$ cat src/hw/rtl/aeskd_pkg.sv
// Shared types, tables and byte functions for the AES-128 key derivation pipeline.
`timescale 1ns / 1ps
package aeskd_pkg;

  localparam int NumRounds = 10;

  typedef logic [127:0] blk_t;

  // Values carried beside the cipher state through every stage.
  typedef struct packed {
    logic        func;
    logic [63:0] rrx;
    logic [63:0] eks_hi;
    logic [63:0] eks_lo;
  } side_t;

  localparam logic [7:0] SBOX [256] = '{
    8'h63,8'h7c,8'h77,8'h7b,8'hf2,8'h6b,8'h6f,8'hc5,8'h30,8'h01,8'h67,8'h2b,8'hfe,8'hd7,8'hab,8'h76,
    8'hca,8'h82,8'hc9,8'h7d,8'hfa,8'h59,8'h47,8'hf0,8'had,8'hd4,8'ha2,8'haf,8'h9c,8'ha4,8'h72,8'hc0,
    8'hb7,8'hfd,8'h93,8'h26,8'h36,8'h3f,8'hf7,8'hcc,8'h34,8'ha5,8'he5,8'hf1,8'h71,8'hd8,8'h31,8'h15,
    8'h04,8'hc7,8'h23,8'hc3,8'h18,8'h96,8'h05,8'h9a,8'h07,8'h12,8'h80,8'he2,8'heb,8'h27,8'hb2,8'h75,
    8'h09,8'h83,8'h2c,8'h1a,8'h1b,8'h6e,8'h5a,8'ha0,8'h52,8'h3b,8'hd6,8'hb3,8'h29,8'he3,8'h2f,8'h84,
    8'h53,8'hd1,8'h00,8'hed,8'h20,8'hfc,8'hb1,8'h5b,8'h6a,8'hcb,8'hbe,8'h39,8'h4a,8'h4c,8'h58,8'hcf,
    8'hd0,8'hef,8'haa,8'hfb,8'h43,8'h4d,8'h33,8'h85,8'h45,8'hf9,8'h02,8'h7f,8'h50,8'h3c,8'h9f,8'ha8,
    8'h51,8'ha3,8'h40,8'h8f,8'h92,8'h9d,8'h38,8'hf5,8'hbc,8'hb6,8'hda,8'h21,8'h10,8'hff,8'hf3,8'hd2,
    8'hcd,8'h0c,8'h13,8'hec,8'h5f,8'h97,8'h44,8'h17,8'hc4,8'ha7,8'h7e,8'h3d,8'h64,8'h5d,8'h19,8'h73,
    8'h60,8'h81,8'h4f,8'hdc,8'h22,8'h2a,8'h90,8'h88,8'h46,8'hee,8'hb8,8'h14,8'hde,8'h5e,8'h0b,8'hdb,
    8'he0,8'h32,8'h3a,8'h0a,8'h49,8'h06,8'h24,8'h5c,8'hc2,8'hd3,8'hac,8'h62,8'h91,8'h95,8'he4,8'h79,
    8'he7,8'hc8,8'h37,8'h6d,8'h8d,8'hd5,8'h4e,8'ha9,8'h6c,8'h56,8'hf4,8'hea,8'h65,8'h7a,8'hae,8'h08,
    8'hba,8'h78,8'h25,8'h2e,8'h1c,8'ha6,8'hb4,8'hc6,8'he8,8'hdd,8'h74,8'h1f,8'h4b,8'hbd,8'h8b,8'h8a,
    8'h70,8'h3e,8'hb5,8'h66,8'h48,8'h03,8'hf6,8'h0e,8'h61,8'h35,8'h57,8'hb9,8'h86,8'hc1,8'h1d,8'h9e,
    8'he1,8'hf8,8'h98,8'h11,8'h69,8'hd9,8'h8e,8'h94,8'h9b,8'h1e,8'h87,8'he9,8'hce,8'h55,8'h28,8'hdf,
    8'h8c,8'ha1,8'h89,8'h0d,8'hbf,8'he6,8'h42,8'h68,8'h41,8'h99,8'h2d,8'h0f,8'hb0,8'h54,8'hbb,8'h16
  };

  localparam logic [7:0] RCON [NumRounds] = '{
    8'h01, 8'h02, 8'h04, 8'h08, 8'h10, 8'h20, 8'h40, 8'h80, 8'h1b, 8'h36
  };

  // Multiply by x in GF(2^8).
  function automatic logic [7:0] xtime(input logic [7:0] b);
    xtime = {b[6:0], 1'b0} ^ (b[7] ? 8'h1b : 8'h00);
  endfunction

  // Byte i of a block, byte 0 being the most significant.
  function automatic logic [7:0] get_byte(input blk_t b, input logic [3:0] i);
    get_byte = b[8'd127 - {i, 3'b000} -: 8];
  endfunction

endpackage

$ cat src/hw/rtl/aeskd_round.sv
// One registered AES-128 round with its round-key expansion step.
`timescale 1ns / 1ps
module aeskd_round
  import aeskd_pkg::*;
#(
  parameter int RoundIdx = 0
) (
  input  logic  clk,
  input  logic  rst,
  input  logic  up_valid,
  output logic  up_ready,
  input  blk_t  up_state,
  input  blk_t  up_rk,
  input  side_t up_side,
  output logic  dn_valid,
  input  logic  dn_ready,
  output blk_t  dn_state,
  output blk_t  dn_rk,
  output side_t dn_side
);

  localparam bit IsLast = (RoundIdx == NumRounds - 1);

  logic [7:0] st [16];
  logic [7:0] rk [16];
  logic [7:0] sr [16];
  logic [7:0] mc [16];
  logic [7:0] nk [16];
  blk_t       state_next;
  blk_t       rk_next;
  side_t      side_q;
  logic       valid;
  blk_t       state_q;
  blk_t       rk_q;

  always_comb begin
    for (int i = 0; i < 16; i++) begin
      st[i] = get_byte(up_state, 4'(i));
      rk[i] = get_byte(up_rk, 4'(i));
    end
    // Sub bytes merged with the row shift.
    for (int c = 0; c < 4; c++) begin
      for (int r = 0; r < 4; r++) begin
        sr[r + 4 * c] = SBOX[st[r + 4 * ((c + r) & 3)]];
      end
    end
    for (int c = 0; c < 4; c++) begin
      logic [7:0] all;
      all = sr[4*c] ^ sr[4*c+1] ^ sr[4*c+2] ^ sr[4*c+3];
      mc[4*c]   = sr[4*c]   ^ all ^ xtime(sr[4*c]   ^ sr[4*c+1]);
      mc[4*c+1] = sr[4*c+1] ^ all ^ xtime(sr[4*c+1] ^ sr[4*c+2]);
      mc[4*c+2] = sr[4*c+2] ^ all ^ xtime(sr[4*c+2] ^ sr[4*c+3]);
      mc[4*c+3] = sr[4*c+3] ^ all ^ xtime(sr[4*c+3] ^ sr[4*c]);
    end
    nk[0] = rk[0] ^ SBOX[rk[13]] ^ RCON[RoundIdx];
    nk[1] = rk[1] ^ SBOX[rk[14]];
    nk[2] = rk[2] ^ SBOX[rk[15]];
    nk[3] = rk[3] ^ SBOX[rk[12]];
    for (int i = 4; i < 16; i++) begin
      nk[i] = rk[i] ^ nk[i - 4];
    end
    for (int i = 0; i < 16; i++) begin
      rk_next[127 - 8*i -: 8]    = nk[i];
      state_next[127 - 8*i -: 8] = (IsLast ? sr[i] : mc[i]) ^ nk[i];
    end
  end

  assign up_ready = !valid || dn_ready;

  always_ff @(posedge clk) begin
    if (rst) begin
      valid <= 1'b0;
    end else if (up_ready) begin
      valid <= up_valid;
    end
  end

  always_ff @(posedge clk) begin
    if (up_ready && up_valid) begin
      state_q <= state_next;
      rk_q    <= rk_next;
      side_q  <= up_side;
    end
  end

  assign dn_valid = valid;
  assign dn_state = state_q;
  assign dn_rk    = rk_q;
  assign dn_side  = side_q;

endmodule

$ cat config.mk
export PLATFORM = sky130hd
export DESIGN_NAME = aeskd_round
export DESIGN_NICKNAME = d
export VERILOG_FILES = /design/src/hw/rtl/aeskd_pkg.sv /design/src/hw/rtl/aeskd_round.sv
export SDC_FILE = /design/constraint.sdc
export NUM_CORES = 2
export LEC_CHECK = 0
export BUFFER_PORTS_ARGS = -buffer_cell sky130_fd_sc_hd__buf_2
export CAP_MARGIN = 20
export CELL_PAD_IN_SITES_DETAIL_PLACEMENT = 2
export CELL_PAD_IN_SITES_GLOBAL_PLACEMENT = 2
export CORE_MARGIN = 2
export CORE_UTILIZATION = 32
export DETAILED_ROUTE_END_ITERATION = 8
export PLACE_DENSITY_LB_ADDON = 0.08
export SYNTH_ARGS = -nofsm -noshare
export SYNTH_HDL_FRONTEND = slang
export SYNTH_SLANG_ARGS = --single-unit
export TNS_END_PERCENT = 100
$ cat constraint.sdc
create_clock -name clk -period 10.4 [get_ports clk]
set_input_delay 0 -clock clk [delete_from_list [all_inputs] [get_ports clk]]
set_output_delay 0 -clock clk [all_outputs]
set_load 0.01 [all_outputs]
# Word-level counts from Yosys, hierarchy flattened

Memories as Yosys holds them, arrays and structs flattened.
Index checks and enable logic that the tools add are counted.

Add/sub/neg operators: 0
Multiplexer cells: 56
Shifts and indexed selects: 0
Div/mod/pow operators: 0
Reduce and logical (&&, ||, !) cells: 3
Bitwise gates (word level): 125
Eq/ne operators: 0
Multiply operators: 0
Magnitude comparators: 20

Operators with widths:

| operator             | count |
|---|---|
| $xor A8 B8 Y8        | 88 |
| $mux W8              | 40 |
| $ge A9 B9 Y1 const B | 20 |
| $not A8 Y9           | 20 |
| $xor A8 B5 Y8        | 16 |
| $mux W5              | 16 |
| $logic_and A1 B1 Y1  | 1 |
| $logic_not A1 Y1     | 1 |
| $logic_or A1 B1 Y1   | 1 |
| $not A1 Y1           | 1 |

Input bits: 453
Bits in latches: 0
Memory bits (writable): 0
Flip-flop bits (word level): 450
ROM bits: 40960
Memories: 20

Memories:

| memory           | words | bits a word | rd ports | clocked after Yosys merged registers in | wr ports | RTL line          | source |
|---|---|---|---|---|---|---|---|
| (name not given) | 256   | 8           | 1        | 0                                       | 0        | aeskd_round.sv:58 | `nk[3] = rk[3] ^ SBOX[rk[12]];` |
| (name not given) | 256   | 8           | 1        | 0                                       | 0        | aeskd_round.sv:57 | `nk[2] = rk[2] ^ SBOX[rk[15]];` |
| (name not given) | 256   | 8           | 1        | 0                                       | 0        | aeskd_round.sv:56 | `nk[1] = rk[1] ^ SBOX[rk[14]];` |
| (name not given) | 256   | 8           | 1        | 0                                       | 0        | aeskd_round.sv:55 | `nk[0] = rk[0] ^ SBOX[rk[13]] ^ RCON[RoundIdx];` |
| (name not given) | 256   | 8           | 1        | 0                                       | 0        | aeskd_round.sv:44 | `sr[r + 4 * c] = SBOX[st[r + 4 * ((c + r) & 3)]];` |
| (name not given) | 256   | 8           | 1        | 0                                       | 0        | aeskd_round.sv:44 |  |
| +14 memories     | --    | --          | --       | --                                      | --       | --                |  |

# Longest topological paths before layout

Word-level depth: 10
Gate-level depth with buffers: 17
Gate-level depth less buffers: 13

# Worst setup path after synthesis

Ideal clock, no wire load.

Path kind: reg-to-reg
From: register valid, in the netlist dn_valid
To: register rk_q[0], in the netlist dn_rk[0] (enable)
Slack: -1.160 ns
Stages on the path, launching flop included: 3
Period minus slack after synthesis: 11.560 ns
Required time: 9.527 ns
Library setup time: 0.873 ns
Arrival time: 10.688 ns
Cells stage by stage: dfxtp_1 > nand2b_1 > and2_1

Cells in the longest elaborated chain, start to end: 3

Ends and longest elaborated chain:

| item                   | RTL line          | source |
|---|---|---|
| start, declared        | aeskd_round.sv:32 | `logic valid;` |
| start signal, assigned | aeskd_round.sv:74 | `valid <= up_valid;` |
| $logic_not A1 Y1       | aeskd_round.sv:68 | `assign up_ready = !valid \|\| dn_ready;` |
| $logic_or A1 B1 Y1     | aeskd_round.sv:68 |  |
| named net up_ready     | aeskd_round.sv:11 | `output logic up_ready,` |
| $logic_and A1 B1 Y1    | aeskd_round.sv:79 | `if (up_ready && up_valid) begin` |
| end signal, assigned   | aeskd_round.sv:81 | `rk_q <= rk_next;` |
| end, declared          | aeskd_round.sv:34 | `blk_t rk_q;` |

The timed path passes the listed nets, and every way through them passes these cells.
A chain may end at the register's enable or synchronous reset.

==> run_results.csv <==
group,metric,value,unit
routing,via_per_inst,6.868,
synth,yosysSeqAreaShare,15.68,%
routing,wirelength,590900,um
layout,final_layout_size_suffix_gt1_share,14.13,%
sta,fin_skew,0.07098,ns
placed_design,port_buffers,903,
sta,final_hold_viol_count,0,
sta,relSlewSlack,-2.171,%
worst_setup_path,arrival,5.96,ns
synth,synth_enable_flop_cells,449,
clocking,numCtsBuffers,52,
clocking,cts_tree,"done",
routing,via_count,107300,
pwr,p_seq_share,23.7,%
pwr,p_clk_share,15.9,%
synth,syn_area_per_cell,7.289,sq um
floorplanning,ios,904,
clocking,cts.sinks,450,
worst_setup_path,crit_path_max_fanout,33,
layout,layout.cells.most_common,"o21ai_0",
outcome,outcome,"finished, violations left",
sta,fmax,0.1795,GHz
sta,finalSetupViolCount,0,
grt,grt_pass1_wl,834000,um
layout,layout_common_cells,"o21ai_0, a21oi_1, nand2_1, buf_2, nor2_1",
sta,finalMaxSlewViolations,3,
placed_design,dp_hpwl,429200,um
floorplanning,core_area,267700,sq um
pwr,p_sw_share,51.07,%
floorplanning,rows,190,
routing,first_pass_iters,8,
outcome,violations,"max-slew violations",
routing,drtAntennaViolNets,0,
grt,grt_usage,41.07,%
clocking,htreeDepth,2,
clocking,clk_pin_slew,0.07,ns
grt,overflow,0,
floorplanning,die_h,522.7,um
sta,setup_tns,0,ns
synth,synthesis.nets,12590,
floorplanning,die-area,273200,sq um
pwr,total_power,12.88,mW
layout,nets,12740,
placed_design,routabilityCongestion,1.028,
pwr,power.switching,6.578,mW
pwr,leakagePower,34.69,nW
clocking,clockRootBuffer,"clkbuf_16",
grt,antenna_found_initial,106,
layout,fin_area,96400,sq um
worst_setup_path,worstSetupStartpointType,"primary input",
synth,ys_seq_elements,450,
sta,fin_crit_sh,53.58,%
routing,drc,0,
layout,syn_to_final_growth,11.97,%
worst_setup_path,required,10.79,ns
flow_run,drv_cap,0,
grt,grt_max_degree,144,
synth,synthArstFlopShare,0,%
synth,yosysWarnings,0,
synth,synthCells,11810,
floorplanning,start_util,32.16,%
placed_design,placed_area,91310,sq um
pwr,power_density,133.6,nW/um^2
grt,grt_pass1_vias,106400,
sta,min_period,5.572,ns
synth,synth.top_cell.area_share,15.66,%
hold_path,hp-class,"primary input to flip-flop",
pwr,cell_internal_pwr,6.301,mW
worst_setup_path,endpoint_kind,"flip-flop",
routing,drt_iter0_drc,13980,
pwr,comb_power_share,60.5,%
clocking,clock_latency,0.73,ns
routing,post_drt_wl_per_cell,37.81,um
layout,final_util,36.01,%
floorplanning,die_x,522.7,um
synth,synth_ff_type,"edfxtp_1",
synth,yosys-top-cells-area,"edfxtp_1, o21ai_0, a21oi_1",
synth,netlist_area,86090,sq um
synth,ys_types,113,
sta,worst_slew_pin_slew,1.533,ns
sta,rsz0062_at_grt,"false",
clocking,cts_buffer_depth,3,
worst_setup_path,crit_type,"primary input to flip-flop",
synth,yosys.area.top_type,"edfxtp_1",
pwr,ir_worst_vdd,0.1226,mV
per-layer routing:
layer  wire length, um  up-vias  track usage (%)
met5               383        -                0
met4             42180       58            24.74
met3             47760     1304            7.047
met2            264200     5902            64.15
met1            236400    55130            52.76
li1                  -    44940                -
cells by family (layout without fill, tap and decap cells):
group | count (synthesis) | count (layout) | share of synthesized area (%)
buffers and inverters | 1604 | 1800 | 7.871
AOI/OAI and AO/OA | 4540 | 4540 | 35.10
xor gates and xnor gates | 740 | 740 | 8.166
muxes | 326 | 326 | 6.749
other | 0 | 69 | 0
DFF | 450 | 450 | 15.68
adders and majority gates | 322 | 322 | 4.677
and+or+nand+nor | 3830 | 3830 | 21.75
sequential cells by signal, summed over array words and instances (netlist names):
name      count
dn_state    128
dn_rk       128
dn_valid      1
dn_side     193
worst max-delay path, cell delays in order:
cell and delay [ns]:
buf_2 0.56, inv_1 0.41, ha_1 0.93, nor2b_1 0.35, nor3_1 0.49, o21ai_0 0.18
a311oi_1 0.37, a211oi_1 0.09, a21oi_1 0.30, xor2_1 0.86, xnor2_1 0.39, xnor2_2 0.82
xnor2_1 0.16
timing repair:
action	4_1_cts	5_1_grt
endpoints found under the hold margin	322	1
setup buffers	0	0
resized for setup	0	0
hold buffers	310	1
stage by stage:
step / hold slack, ns / cells / setup WS, ns
2_1_floorplan: 0.06907 / 11810 / 3.942
3_3_place_gp: 0.1550 / 15130 / 3.857
3_5_place_dp: 0.1607 / 15150 / 4.399
4_1_cts: 0.0002560 / 15550 / 5.052
5_1_grt: 0.008880 / 15590 / 4.884
6_report: 0.01870 / 15630 / 4.828
synthesized netlist by cell type, drive strengths merged, types with 60 or more instances:
master / count
o21ai: 1090
a21oi: 1027
nand2: 907
nor2: 865
clkbuf: 804
buf: 577
xnor2: 523
edfxtp: 449
nor3: 437
nand3: 380
nand2b: 365
ha: 321
nor2b: 312
a211oi: 282
a31oi: 266
o211ai: 259
o311ai: 224
mux4: 199
xor2: 197
a311oi: 192
inv: 192
o31ai: 145
and2: 120
or2: 103
mux2i: 101
a221oi: 86
o22ai: 84
a21o: 78
and3: 77
a2111oi: 73
or3: 67
a211o: 65
o221ai: 60
power groups by stage:
stage | Combinational (mW) | Sequential (mW) | Clock (mW)
detailed placement | 7.39 | 3.05 | 0
finish | 7.79 | 3.05 | 2.04
global placement | 7.27 | 3.05 | 0
global route | 8.05 | 3.03 | 2.10
floorplan | 4.06 | 2.99 | 0
CTS | 7.54 | 3.02 | 2.05
worst paths after layout:
| kind | startpoint | to | slack, ns | cells after the start |
|---|---|---|---|---|
| worst min-delay path | up_side[117] | dn_side[117] | 0.02 | 2 |
| worst min register to register | dn_valid | dn_side[111] | 1.16 | 2 |
| worst max-delay path | up_rk[1] | dn_state[47] | 4.83 | 13 |
| worst max register to register | dn_valid | dn_rk[120] | 6.87 | 5 |
cell type report:
cell class / instances / area (sq um)
timing repair buffer: 1482 / 9767
inverter: 223 / 837.1
antenna: 69 / 172.7
fill: 31430 / 171300
tap: 3552 / 4444
sequential: 450 / 13500
clock inverter: 30 / 379.1
multi-input combinational: 9758 / 65910
clock buffer: 65 / 1380
No activity file was read; power rests on OpenSTA's default activity.
